### config.mk
export PLATFORM = sky130hd
export DESIGN_NAME = binding_table_engine_core_flat
export DESIGN_NICKNAME = d
export VERILOG_FILES = /design/src/rtl/bte_pkg.sv /design/src/rtl/bte_in_if.sv /design/src/rtl/bte_out_if.sv /design/src/rtl/bte_table.sv /design/src/rtl/bte_ctrl.sv /design/src/rtl/binding_table_engine_core.sv /design/src/flat_wrapper.sv
export SDC_FILE = /design/constraint.sdc
export NUM_CORES = 2
export LEC_CHECK = 0
export ABC_AREA = 1
export BUFFER_PORTS_ARGS = -buffer_cell sky130_fd_sc_hd__buf_2
export CAP_MARGIN = 10
export CELL_PAD_IN_SITES_DETAIL_PLACEMENT = 1
export CELL_PAD_IN_SITES_GLOBAL_PLACEMENT = 2
export CORE_UTILIZATION = 49
export DETAILED_ROUTE_END_ITERATION = 10
export GPL_ROUTABILITY_DRIVEN = 0
export PLACE_DENSITY = 0.93
export SETUP_SLACK_MARGIN = 0.02
export SLEW_MARGIN = 30
export SYNTH_ARGS = -nofsm -noshare
export SYNTH_HDL_FRONTEND = slang
export SYNTH_SLANG_ARGS = --single-unit
### constraint.sdc
create_clock -name clk -period 25.2 [get_ports clk]
set_clock_uncertainty 0.05 [all_clocks]
set_input_delay 1.26 -clock clk [delete_from_list [all_inputs] [get_ports clk]]
set_output_delay 1.26 -clock clk [all_outputs]
set_load 0.03 [all_outputs]
### src/rtl/bte_pkg.sv
// Package: shared constants, codes and types of the binding table engine.
`default_nettype none
package bte_pkg;

  localparam int ENTRIES = 16;
  localparam int SLOT_W  = (ENTRIES > 1) ? $clog2(ENTRIES) : 1;
  localparam int CNT_W   = $clog2(ENTRIES + 1);

  localparam logic [1:0] MODE_GROUP = 2'd0;
  localparam logic [1:0] MODE_EXT   = 2'd1;

  typedef enum logic [1:0] {
    CMD_BIND   = 2'd0,
    CMD_UNBIND = 2'd1,
    CMD_LOOKUP = 2'd2
  } cmd_t;

  typedef enum logic [1:0] {
    ST_OK   = 2'd0,
    ST_FULL = 2'd1,
    ST_NONE = 2'd2
  } status_t;

  typedef enum logic [1:0] {
    S_IDLE = 2'd0,
    S_SCAN = 2'd1,
    S_FIN  = 2'd2
  } state_t;

  typedef logic [SLOT_W-1:0] slot_t;

  typedef struct packed {
    logic [7:0]  src_ep;
    logic [15:0] cluster;
    logic [1:0]  mode;
    logic [15:0] nwk_addr;
    logic [63:0] ieee_addr;
    logic [7:0]  dest_ep;
  } entry_t;

  typedef struct packed {
    logic   rd_en;
    slot_t  rd_addr;
    logic   wr_en;
    slot_t  wr_addr;
    entry_t wr_data;
    logic   set_valid;
    logic   clr_valid;
    slot_t  valid_addr;
  } tbl_req_t;

endpackage
`default_nettype wire

### src/rtl/bte_in_if.sv
// Interface: request channel of the binding table engine.
`default_nettype none
interface bte_in_if;
  logic        valid;
  logic        ready;
  logic [1:0]  cmd;
  logic [7:0]  src_endpoint;
  logic [15:0] cluster_id;
  logic [1:0]  addr_mode;
  logic [15:0] short_address;
  logic [63:0] long_address;
  logic [7:0]  dest_endpoint;

  modport source (
    output valid, cmd, src_endpoint, cluster_id, addr_mode, short_address,
           long_address, dest_endpoint,
    input  ready
  );
  modport sink (
    input  valid, cmd, src_endpoint, cluster_id, addr_mode, short_address,
           long_address, dest_endpoint,
    output ready
  );
endinterface
`default_nettype wire

### src/rtl/bte_out_if.sv
// Interface: result channel of the binding table engine.
`default_nettype none
interface bte_out_if;
  logic        valid;
  logic        ready;
  logic [1:0]  status;
  logic        hit;
  logic [3:0]  slot;
  logic [1:0]  found_mode;
  logic [15:0] found_short;
  logic [63:0] found_long;
  logic [7:0]  found_endpoint;

  modport source (
    output valid, status, hit, slot, found_mode, found_short, found_long,
           found_endpoint,
    input  ready
  );
  modport sink (
    input  valid, status, hit, slot, found_mode, found_short, found_long,
           found_endpoint,
    output ready
  );
endinterface
`default_nettype wire

### src/rtl/bte_table.sv
// Table store: entry memory with registered read and per-slot valid flags.
`default_nettype none
module bte_table
  import bte_pkg::*;
(
  input  wire logic                 clk,
  input  wire logic                 rst_n,
  input  wire tbl_req_t             req,
  output entry_t                    rd_data,
  output logic      [ENTRIES-1:0]   valid_vec
);

  entry_t             mem [ENTRIES];
  entry_t             rd_data_r;
  logic [ENTRIES-1:0] valid_r;
  logic [ENTRIES-1:0] valid_nxt;

  always_ff @(posedge clk) begin
    if (req.wr_en) begin
      mem[req.wr_addr] <= req.wr_data;
    end
    if (req.rd_en) begin
      rd_data_r <= mem[req.rd_addr];
    end
  end

  always_comb begin
    valid_nxt = valid_r;
    if (req.set_valid) begin
      valid_nxt[req.valid_addr] = 1'b1;
    end
    if (req.clr_valid) begin
      valid_nxt[req.valid_addr] = 1'b0;
    end
  end

  always_ff @(posedge clk) begin
    if (!rst_n) begin
      valid_r <= '0;
    end else begin
      valid_r <= valid_nxt;
    end
  end

  assign rd_data   = rd_data_r;
  assign valid_vec = valid_r;

endmodule
`default_nettype wire

### src/rtl/bte_ctrl.sv
// Controller: slot scan, match tracking, write-back and result register.
`default_nettype none
module bte_ctrl
  import bte_pkg::*;
(
  input  wire logic               clk,
  input  wire logic               rst_n,
  bte_in_if.sink                  in_if,
  bte_out_if.source               out_if,
  output tbl_req_t                tbl_req,
  input  wire entry_t             rd_data,
  input  wire logic [ENTRIES-1:0] valid_vec
);

  state_t            state_r,     state_nxt;
  logic [1:0]        cmd_r,       cmd_nxt;
  entry_t            ent_r,       ent_nxt;
  logic [CNT_W-1:0]  cnt_r,       cnt_nxt;
  logic              cmp_vld_r,   cmp_vld_nxt;
  slot_t             cmp_idx_r,   cmp_idx_nxt;
  logic              ex_fnd_r,    ex_fnd_nxt;
  slot_t             ex_idx_r,    ex_idx_nxt;
  logic              fr_fnd_r,    fr_fnd_nxt;
  slot_t             fr_idx_r,    fr_idx_nxt;
  logic              key_fnd_r,   key_fnd_nxt;
  slot_t             key_idx_r,   key_idx_nxt;
  entry_t            fnd_r,       fnd_nxt;
  logic              ov_r,        ov_nxt;
  logic [1:0]        o_status_r,  o_status_nxt;
  logic              o_hit_r,     o_hit_nxt;
  logic [3:0]        o_slot_r,    o_slot_nxt;
  entry_t            o_ent_r,     o_ent_nxt;

  logic              issue;
  logic              slot_vld;
  logic              key_eq;
  logic              exact;

  assign issue    = (state_r == S_SCAN) && (cnt_r < CNT_W'(ENTRIES));
  assign slot_vld = valid_vec[cmp_idx_r];
  assign key_eq   = slot_vld && (rd_data.src_ep == ent_r.src_ep)
                    && (rd_data.cluster == ent_r.cluster);
  assign exact    = key_eq && (rd_data.mode == ent_r.mode)
                    && (((ent_r.mode == MODE_GROUP)
                         && (rd_data.nwk_addr == ent_r.nwk_addr))
                        || ((ent_r.mode == MODE_EXT)
                         && (rd_data.ieee_addr == ent_r.ieee_addr)
                         && (rd_data.dest_ep == ent_r.dest_ep)));

  always_comb begin
    state_nxt    = state_r;
    cmd_nxt      = cmd_r;
    ent_nxt      = ent_r;
    cnt_nxt      = cnt_r;
    cmp_vld_nxt  = 1'b0;
    cmp_idx_nxt  = cmp_idx_r;
    ex_fnd_nxt   = ex_fnd_r;
    ex_idx_nxt   = ex_idx_r;
    fr_fnd_nxt   = fr_fnd_r;
    fr_idx_nxt   = fr_idx_r;
    key_fnd_nxt  = key_fnd_r;
    key_idx_nxt  = key_idx_r;
    fnd_nxt      = fnd_r;
    ov_nxt       = ov_r && !out_if.ready;
    o_status_nxt = o_status_r;
    o_hit_nxt    = o_hit_r;
    o_slot_nxt   = o_slot_r;
    o_ent_nxt    = o_ent_r;
    tbl_req      = '0;
    tbl_req.rd_en   = issue;
    tbl_req.rd_addr = cnt_r[SLOT_W-1:0];

    unique case (state_r)
      S_IDLE: begin
        if (in_if.valid) begin
          cmd_nxt            = in_if.cmd;
          ent_nxt.src_ep     = in_if.src_endpoint;
          ent_nxt.cluster    = in_if.cluster_id;
          ent_nxt.mode       = in_if.addr_mode;
          ent_nxt.nwk_addr   = in_if.short_address;
          ent_nxt.ieee_addr  = in_if.long_address;
          ent_nxt.dest_ep    = in_if.dest_endpoint;
          cnt_nxt            = '0;
          ex_fnd_nxt         = 1'b0;
          fr_fnd_nxt         = 1'b0;
          key_fnd_nxt        = 1'b0;
          state_nxt          = S_SCAN;
        end
      end
      S_SCAN: begin
        if (issue) begin
          cnt_nxt     = cnt_r + CNT_W'(1);
          cmp_vld_nxt = 1'b1;
          cmp_idx_nxt = cnt_r[SLOT_W-1:0];
        end
        if (cmp_vld_r) begin
          if (exact && !ex_fnd_r) begin
            ex_fnd_nxt = 1'b1;
            ex_idx_nxt = cmp_idx_r;
          end
          if (!slot_vld && !fr_fnd_r) begin
            fr_fnd_nxt = 1'b1;
            fr_idx_nxt = cmp_idx_r;
          end
          if (key_eq && !key_fnd_r) begin
            key_fnd_nxt = 1'b1;
            key_idx_nxt = cmp_idx_r;
            fnd_nxt     = rd_data;
          end
          if (cmp_idx_r == SLOT_W'(ENTRIES - 1)) begin
            state_nxt = S_FIN;
          end
        end
      end
      S_FIN: begin
        if (!ov_r || out_if.ready) begin
          ov_nxt       = 1'b1;
          o_status_nxt = ST_NONE;
          o_hit_nxt    = 1'b0;
          o_slot_nxt   = '0;
          o_ent_nxt    = '0;
          case (cmd_t'(cmd_r))
            CMD_BIND: begin
              if (ex_fnd_r) begin
                o_status_nxt = ST_OK;
                o_slot_nxt   = 4'(ex_idx_r);
              end else if (fr_fnd_r) begin
                o_status_nxt       = ST_OK;
                o_slot_nxt         = 4'(fr_idx_r);
                tbl_req.wr_en      = 1'b1;
                tbl_req.wr_addr    = fr_idx_r;
                tbl_req.wr_data    = ent_r;
                tbl_req.set_valid  = 1'b1;
                tbl_req.valid_addr = fr_idx_r;
              end else begin
                o_status_nxt = ST_FULL;
              end
            end
            CMD_UNBIND: begin
              if (ex_fnd_r) begin
                o_status_nxt       = ST_OK;
                o_slot_nxt         = 4'(ex_idx_r);
                tbl_req.clr_valid  = 1'b1;
                tbl_req.valid_addr = ex_idx_r;
              end
            end
            CMD_LOOKUP: begin
              if (key_fnd_r) begin
                o_status_nxt = ST_OK;
                o_hit_nxt    = 1'b1;
                o_slot_nxt   = 4'(key_idx_r);
                o_ent_nxt    = fnd_r;
              end
            end
            default: begin
              o_status_nxt = ST_NONE;
            end
          endcase
          state_nxt = S_IDLE;
        end
      end
      default: begin
        state_nxt = S_IDLE;
      end
    endcase
  end

  always_ff @(posedge clk) begin
    if (!rst_n) begin
      state_r   <= S_IDLE;
      cmp_vld_r <= 1'b0;
      ov_r      <= 1'b0;
    end else begin
      state_r   <= state_nxt;
      cmp_vld_r <= cmp_vld_nxt;
      ov_r      <= ov_nxt;
    end
  end

  always_ff @(posedge clk) begin
    cmd_r      <= cmd_nxt;
    ent_r      <= ent_nxt;
    cnt_r      <= cnt_nxt;
    cmp_idx_r  <= cmp_idx_nxt;
    ex_fnd_r   <= ex_fnd_nxt;
    ex_idx_r   <= ex_idx_nxt;
    fr_fnd_r   <= fr_fnd_nxt;
    fr_idx_r   <= fr_idx_nxt;
    key_fnd_r  <= key_fnd_nxt;
    key_idx_r  <= key_idx_nxt;
    fnd_r      <= fnd_nxt;
    o_status_r <= o_status_nxt;
    o_hit_r    <= o_hit_nxt;
    o_slot_r   <= o_slot_nxt;
    o_ent_r    <= o_ent_nxt;
  end

  assign in_if.ready           = (state_r == S_IDLE);
  assign out_if.valid          = ov_r;
  assign out_if.status         = o_status_r;
  assign out_if.hit            = o_hit_r;
  assign out_if.slot           = o_slot_r;
  assign out_if.found_mode     = o_ent_r.mode;
  assign out_if.found_short    = o_ent_r.nwk_addr;
  assign out_if.found_long     = o_ent_r.ieee_addr;
  assign out_if.found_endpoint = o_ent_r.dest_ep;

endmodule
`default_nettype wire

### src/rtl/binding_table_engine_core.sv
// Top level: binding table engine with bind, unbind and lookup commands.
// The table of ENTRIES bindings lives in one synchronous memory read one slot
// per cycle; valid flags sit in flip-flops and clear at reset, so the engine
// takes requests from the first cycle. Every request scans all slots in order:
// the engine accepts it, scans every slot through the memory read port, then
// writes back and loads the result register once that register is free. Bind
// and lookup report the lowest matching slot; a new binding takes the lowest
// free slot. The result register holds a finished beat while the next request
// is accepted.
`default_nettype none
module binding_table_engine_core
  import bte_pkg::*;
(
  input  wire logic  clk,
  input  wire logic  rst_n,
  bte_in_if.sink     in_if,
  bte_out_if.source  out_if
);

  tbl_req_t           tbl_req;
  entry_t             rd_data;
  logic [ENTRIES-1:0] valid_vec;

  bte_table u_table (
    .clk       (clk),
    .rst_n     (rst_n),
    .req       (tbl_req),
    .rd_data   (rd_data),
    .valid_vec (valid_vec)
  );

  bte_ctrl u_ctrl (
    .clk       (clk),
    .rst_n     (rst_n),
    .in_if     (in_if),
    .out_if    (out_if),
    .tbl_req   (tbl_req),
    .rd_data   (rd_data),
    .valid_vec (valid_vec)
  );

endmodule
`default_nettype wire

### src/flat_wrapper.sv
// flat-port wrapper written by rule: the top's interface ports become plain ports
module binding_table_engine_core_flat import bte_pkg::*;
  (clk, rst_n, in_if_valid, in_if_cmd, in_if_src_endpoint, in_if_cluster_id, in_if_addr_mode, in_if_short_address, in_if_long_address, in_if_dest_endpoint, in_if_ready, out_if_valid, out_if_status, out_if_hit, out_if_slot, out_if_found_mode, out_if_found_short, out_if_found_long, out_if_found_endpoint, out_if_ready);
  bte_in_if in_if_i ();
  bte_out_if out_if_i ();
  input  wire logic clk;
  input  wire logic rst_n;
  input wire logic [$bits(in_if_i.valid)-1:0] in_if_valid;
  input wire logic [$bits(in_if_i.cmd)-1:0] in_if_cmd;
  input wire logic [$bits(in_if_i.src_endpoint)-1:0] in_if_src_endpoint;
  input wire logic [$bits(in_if_i.cluster_id)-1:0] in_if_cluster_id;
  input wire logic [$bits(in_if_i.addr_mode)-1:0] in_if_addr_mode;
  input wire logic [$bits(in_if_i.short_address)-1:0] in_if_short_address;
  input wire logic [$bits(in_if_i.long_address)-1:0] in_if_long_address;
  input wire logic [$bits(in_if_i.dest_endpoint)-1:0] in_if_dest_endpoint;
  output wire logic [$bits(in_if_i.ready)-1:0] in_if_ready;
  output wire logic [$bits(out_if_i.valid)-1:0] out_if_valid;
  output wire logic [$bits(out_if_i.status)-1:0] out_if_status;
  output wire logic [$bits(out_if_i.hit)-1:0] out_if_hit;
  output wire logic [$bits(out_if_i.slot)-1:0] out_if_slot;
  output wire logic [$bits(out_if_i.found_mode)-1:0] out_if_found_mode;
  output wire logic [$bits(out_if_i.found_short)-1:0] out_if_found_short;
  output wire logic [$bits(out_if_i.found_long)-1:0] out_if_found_long;
  output wire logic [$bits(out_if_i.found_endpoint)-1:0] out_if_found_endpoint;
  input wire logic [$bits(out_if_i.ready)-1:0] out_if_ready;
  assign in_if_i.valid = in_if_valid;
  assign in_if_i.cmd = in_if_cmd;
  assign in_if_i.src_endpoint = in_if_src_endpoint;
  assign in_if_i.cluster_id = in_if_cluster_id;
  assign in_if_i.addr_mode = in_if_addr_mode;
  assign in_if_i.short_address = in_if_short_address;
  assign in_if_i.long_address = in_if_long_address;
  assign in_if_i.dest_endpoint = in_if_dest_endpoint;
  assign in_if_ready = in_if_i.ready;
  assign out_if_valid = out_if_i.valid;
  assign out_if_status = out_if_i.status;
  assign out_if_hit = out_if_i.hit;
  assign out_if_slot = out_if_i.slot;
  assign out_if_found_mode = out_if_i.found_mode;
  assign out_if_found_short = out_if_i.found_short;
  assign out_if_found_long = out_if_i.found_long;
  assign out_if_found_endpoint = out_if_i.found_endpoint;
  assign out_if_i.ready = out_if_ready;
  binding_table_engine_core u_core (.clk(clk), .rst_n(rst_n), .in_if(in_if_i), .out_if(out_if_i));
endmodule
==> impl_metrics.csv <==
group,metric,value,unit
global_routing,grt_start_max_net_pins,244,
clocking,cts_tree,"built",
layout,final_core_util,55.6,%
route,route.final.wire_length,255,mm
clocking,clk_pin_slew_worst_paths,0.06,ns
route,via_per_inst,6.14,
route,drt-wirelength-per-cell,28.5,um
global_routing,track_usage,27.6,%
floorplan,core_rows,155,
sta,finalSetupViolCount,0,
floorplan,chipHeight,427,um
logic_synthesis,synth.net_count,6351,
logic_synthesis,post_synth_inst_count,6230,
setup_path,worst_ep_required_time,25.90,ns
sta,max_slew_margin,27.6,%
sta,max_slew.worst_pin.slew,1.09,ns
floorplan,die_area,182000,um^2
route,vias,54895,
clocking,numCtsBuffers,224,
layout,ff_latch_area,68400,um^2
clocking,cts-hold-fix-buffers,0,
logic_synthesis,edff_count_synth,2265,
sta,final_hold_viol_count,0,
route,route.detailed.drc,0,
global_routing,via_count_of_the_first_global_routing_pass,58332,
floorplan,io_pins,219,
global_routing,final_global_route_overflow_total,0,
clocking,worstSkewPairLatency,0.89,ns
setup_path,critPathMaxFanout,127,
sta,setup_repair_after_global_routing_missed_its_margin,"false",
floorplan,dieWidth,427,um
logic_synthesis,yosysSeqAreaShare,77.3,%
setup_path,timing.critical_path.arrival,6.27,ns
pwr,vdd_ir_drop_max,0.0606,mV
clocking,post_cts_buffers,0,
logic_synthesis,yosys_most_used_dff,"sky130_fd_sc_hd__edfxtp_1",
logic_synthesis,async_flop_share,0,%
logic_synthesis,syn_area,88500,um^2
logic_synthesis,postSynthRegisterBits,2285,
placed_design,dpl.hpwl,137,mm
sta,layout_worst_path_cycle_share,22.1,%
floorplan,placeableCoreArea,179000,um^2
floorplan,initial_utilization,49.4,%
route,first_pass_iters,8,
layout,multi_input_comb_area,17600,um^2
layout,design.final.nets,6520,
setup_path,worstRegToRegCells,10,
min_path,hold_path.class,"flip-flop to flip-flop",
layout,area_growth,12.5,%
setup_path,setup.worst_path.start_class,"flip-flop",
sta,timing.final.max_slew_violations,0,
setup_path,timing.critical_path.to_type,"flip-flop",
route,antenna_violating_nets_post_route,0,
logic_synthesis,synth.lib_cells_used.distinct,44,
global_routing,wire_length_of_the_first_global_routing_pass,372,mm
route,drt-initial-drc-count,6143,
pwr,p_leak,33.9,nW
clocking,max-clock-path-buffers,3,
global_routing,antenna_found_initial,2,
clocking,cts.htree.levels,4,
layout,drive_gt1_share,11.4,%
clocking,cts_resized,0,
sta,layout_min_cycle_time,5.56,ns
layout,nFillCells,16971,
placed_design,port-buffer-count,218,
sta,timing.setup.tns,0,ns
min_path,timing.hold.worst_path_depth,2,
logic_synthesis,yosysWarnings,0,
outcome,run_status,"finished clean",
logic_synthesis,avgSynthCellArea,14.2,um^2
pwr,power_density,83.9,nW/um^2
sta,max_clock_freq,180,MHz
clocking,cts.root.buffer_cell,"sky130_fd_sc_hd__clkbuf_16",
setup_path,worst-setup-path-type,"flip-flop to flip-flop",
clocking,clkSinkCount,2285,
job,maxCapViolCount,0,
-- kinds of logic after synthesis --
| kind of cell | after synthesis | share of synthesized area [%] |
|---|---|---|
| adders and majority gates | 1 | 0.0141 |
| buffers and inverters | 675 | 3.16 |
| muxes | 185 | 2.09 |
| DFF | 2285 | 77.3 |
| AOI/OAI and AO/OA | 1019 | 7.90 |
| xor gates and xnor gates | 49 | 0.485 |
| and+or+nand+nor | 2016 | 9.05 |
-- layout make-up --
type	instances	share of cell area, %
inverter	304	1.18
tap	2355	2.96
timing repair buffer	314	2.13
clock inverter	140	1.43
sequential	2285	68.7
multi-input combinational	3270	17.7
clock buffer	273	5.88
antenna	2	0.00503
-- layer usage --
| metal | global-route usage, % | part of all wire [%] | vias up |
|---|---|---|---|
| li1 | - | - | 23363 |
| met1 | 34.9 | 38 | 28192 |
| met2 | 47.6 | 51 | 2780 |
| met3 | 4.17 | 7.2 | 558 |
| met4 | 10.8 | 3.8 | 2 |
| met5 | 0 | 0.0028 | - |
-- power by group --
group	internal [mW]	switching [mW]	total, mW
Clock	1.90	1.46	3.36
Combinational	0.215	0.543	0.758
Sequential	4.20	0.0434	4.24
Total	6.31	2.05	8.35
-- synth_stat cells (6+ instances only) --
cell | count | share of area, %
sky130_fd_sc_hd__nand4_1 | 6 | 0.042
sky130_fd_sc_hd__a21oi_1 | 18 | 0.10
sky130_fd_sc_hd__o21ai_0 | 475 | 2.7
sky130_fd_sc_hd__buf_1 | 16 | 0.068
sky130_fd_sc_hd__edfxtp_1 | 2265 | 77
sky130_fd_sc_hd__nand2_1 | 467 | 2.0
sky130_fd_sc_hd__o211ai_1 | 49 | 0.42
sky130_fd_sc_hd__o32ai_1 | 271 | 2.7
sky130_fd_sc_hd__mux2i_1 | 185 | 2.1
sky130_fd_sc_hd__nor2_4 | 7 | 0.089
sky130_fd_sc_hd__clkbuf_1 | 196 | 0.83
sky130_fd_sc_hd__xnor2_1 | 44 | 0.44
sky130_fd_sc_hd__nor3_1 | 9 | 0.051
sky130_fd_sc_hd__inv_2 | 7 | 0.030
sky130_fd_sc_hd__inv_1 | 294 | 1.2
sky130_fd_sc_hd__buf_2 | 136 | 0.77
sky130_fd_sc_hd__dfxtp_1 | 20 | 0.45
sky130_fd_sc_hd__nand3_1 | 216 | 1.2
sky130_fd_sc_hd__buf_4 | 22 | 0.19
sky130_fd_sc_hd__o221ai_1 | 186 | 1.8
sky130_fd_sc_hd__nor2_2 | 7 | 0.049
sky130_fd_sc_hd__o21ai_1 | 10 | 0.057
sky130_fd_sc_hd__nor2_1 | 1287 | 5.5
-- final timing paths --
path | from | to | slack (ns)
max | u_core.u_ctrl.cnt_r[1]$_SDFFCE_PN0P_ | u_core.u_table.rd_data[95]$_DFFE_PP_ | 19.64
min | u_core.u_table.valid_vec[4]$_SDFF_PN0_ | u_core.u_table.valid_vec[4]$_SDFF_PN0_ | 0.40
max reg2reg | u_core.u_ctrl.cnt_r[1]$_SDFFCE_PN0P_ | u_core.u_table.rd_data[95]$_DFFE_PP_ | 19.64
min reg2reg | u_core.u_table.valid_vec[4]$_SDFF_PN0_ | u_core.u_table.valid_vec[4]$_SDFF_PN0_ | 0.40
-- per-stage QoR --
stage	cells	setup WS [ns]	power [mW]	area (um^2)	hold WS (ns)
after floorplan	6230	13.29	4.80	88500	0.371
after global placement	8518	19.12	5.00	91800	0.386
after detailed placement	8524	18.94	5.05	92000	0.387
after CTS	8937	19.67	8.37	99200	0.397
after global routing	8941	19.43	8.55	99600	0.423
final	8943	19.64	8.35	99600	0.401
-- state kept, by name (all words and copies together), names as in the netlist, 2 cells and up --
| name | count |
|---|---|
| u_core.u_table.rd_data | 114 |
| u_core.u_ctrl.out_if.found_short | 16 |
| u_core.u_ctrl.fr_idx_r | 4 |
| u_core.u_ctrl.out_if.found_endpoint | 8 |
| u_core.u_ctrl.cnt_r | 5 |
| u_core.u_ctrl.state_r | 2 |
| u_core.u_ctrl.out_if.status | 2 |
| u_core.u_ctrl.cmp_idx_r | 4 |
| u_core.u_ctrl.fnd_r | 90 |
| u_core.u_ctrl.cmd_r | 2 |
| u_core.u_table.mem | 1824 |
| u_core.u_ctrl.out_if.found_mode | 2 |
| u_core.u_ctrl.key_idx_r | 4 |
| u_core.u_ctrl.out_if.found_long | 64 |
| u_core.u_ctrl.ent_r | 114 |
| u_core.u_table.valid_vec | 16 |
| u_core.u_ctrl.ex_idx_r | 4 |
| u_core.u_ctrl.out_if.slot | 4 |
-- worst max-delay path, stage by stage (launching register included) --
cell and delay (ns):
sky130_fd_sc_hd__edfxtp_1 0.46, sky130_fd_sc_hd__buf_4 0.61, sky130_fd_sc_hd__buf_12 0.44, sky130_fd_sc_hd__buf_16 0.42, sky130_fd_sc_hd__buf_4 0.78, sky130_fd_sc_hd__buf_6 0.68
sky130_fd_sc_hd__buf_6 0.71, sky130_fd_sc_hd__o21ai_0 0.27, sky130_fd_sc_hd__o221ai_1 0.26, sky130_fd_sc_hd__o211ai_1 0.18, sky130_fd_sc_hd__nand3_1 0.12
-- layout by cell type (no fill, tap or decap), drive strengths merged, types with 44 or more instances in the layout --
cell	instances
edfxtp	2265
o221ai	186
nor2	1301
buf	314
xnor2	44
clkinv	105
clkbuf	273
o21ai	485
nand2	471
o32ai	271
o211ai	49
inv	309
mux2i	185
nand3	219
No activity file was read; power rests on OpenSTA's default activity.
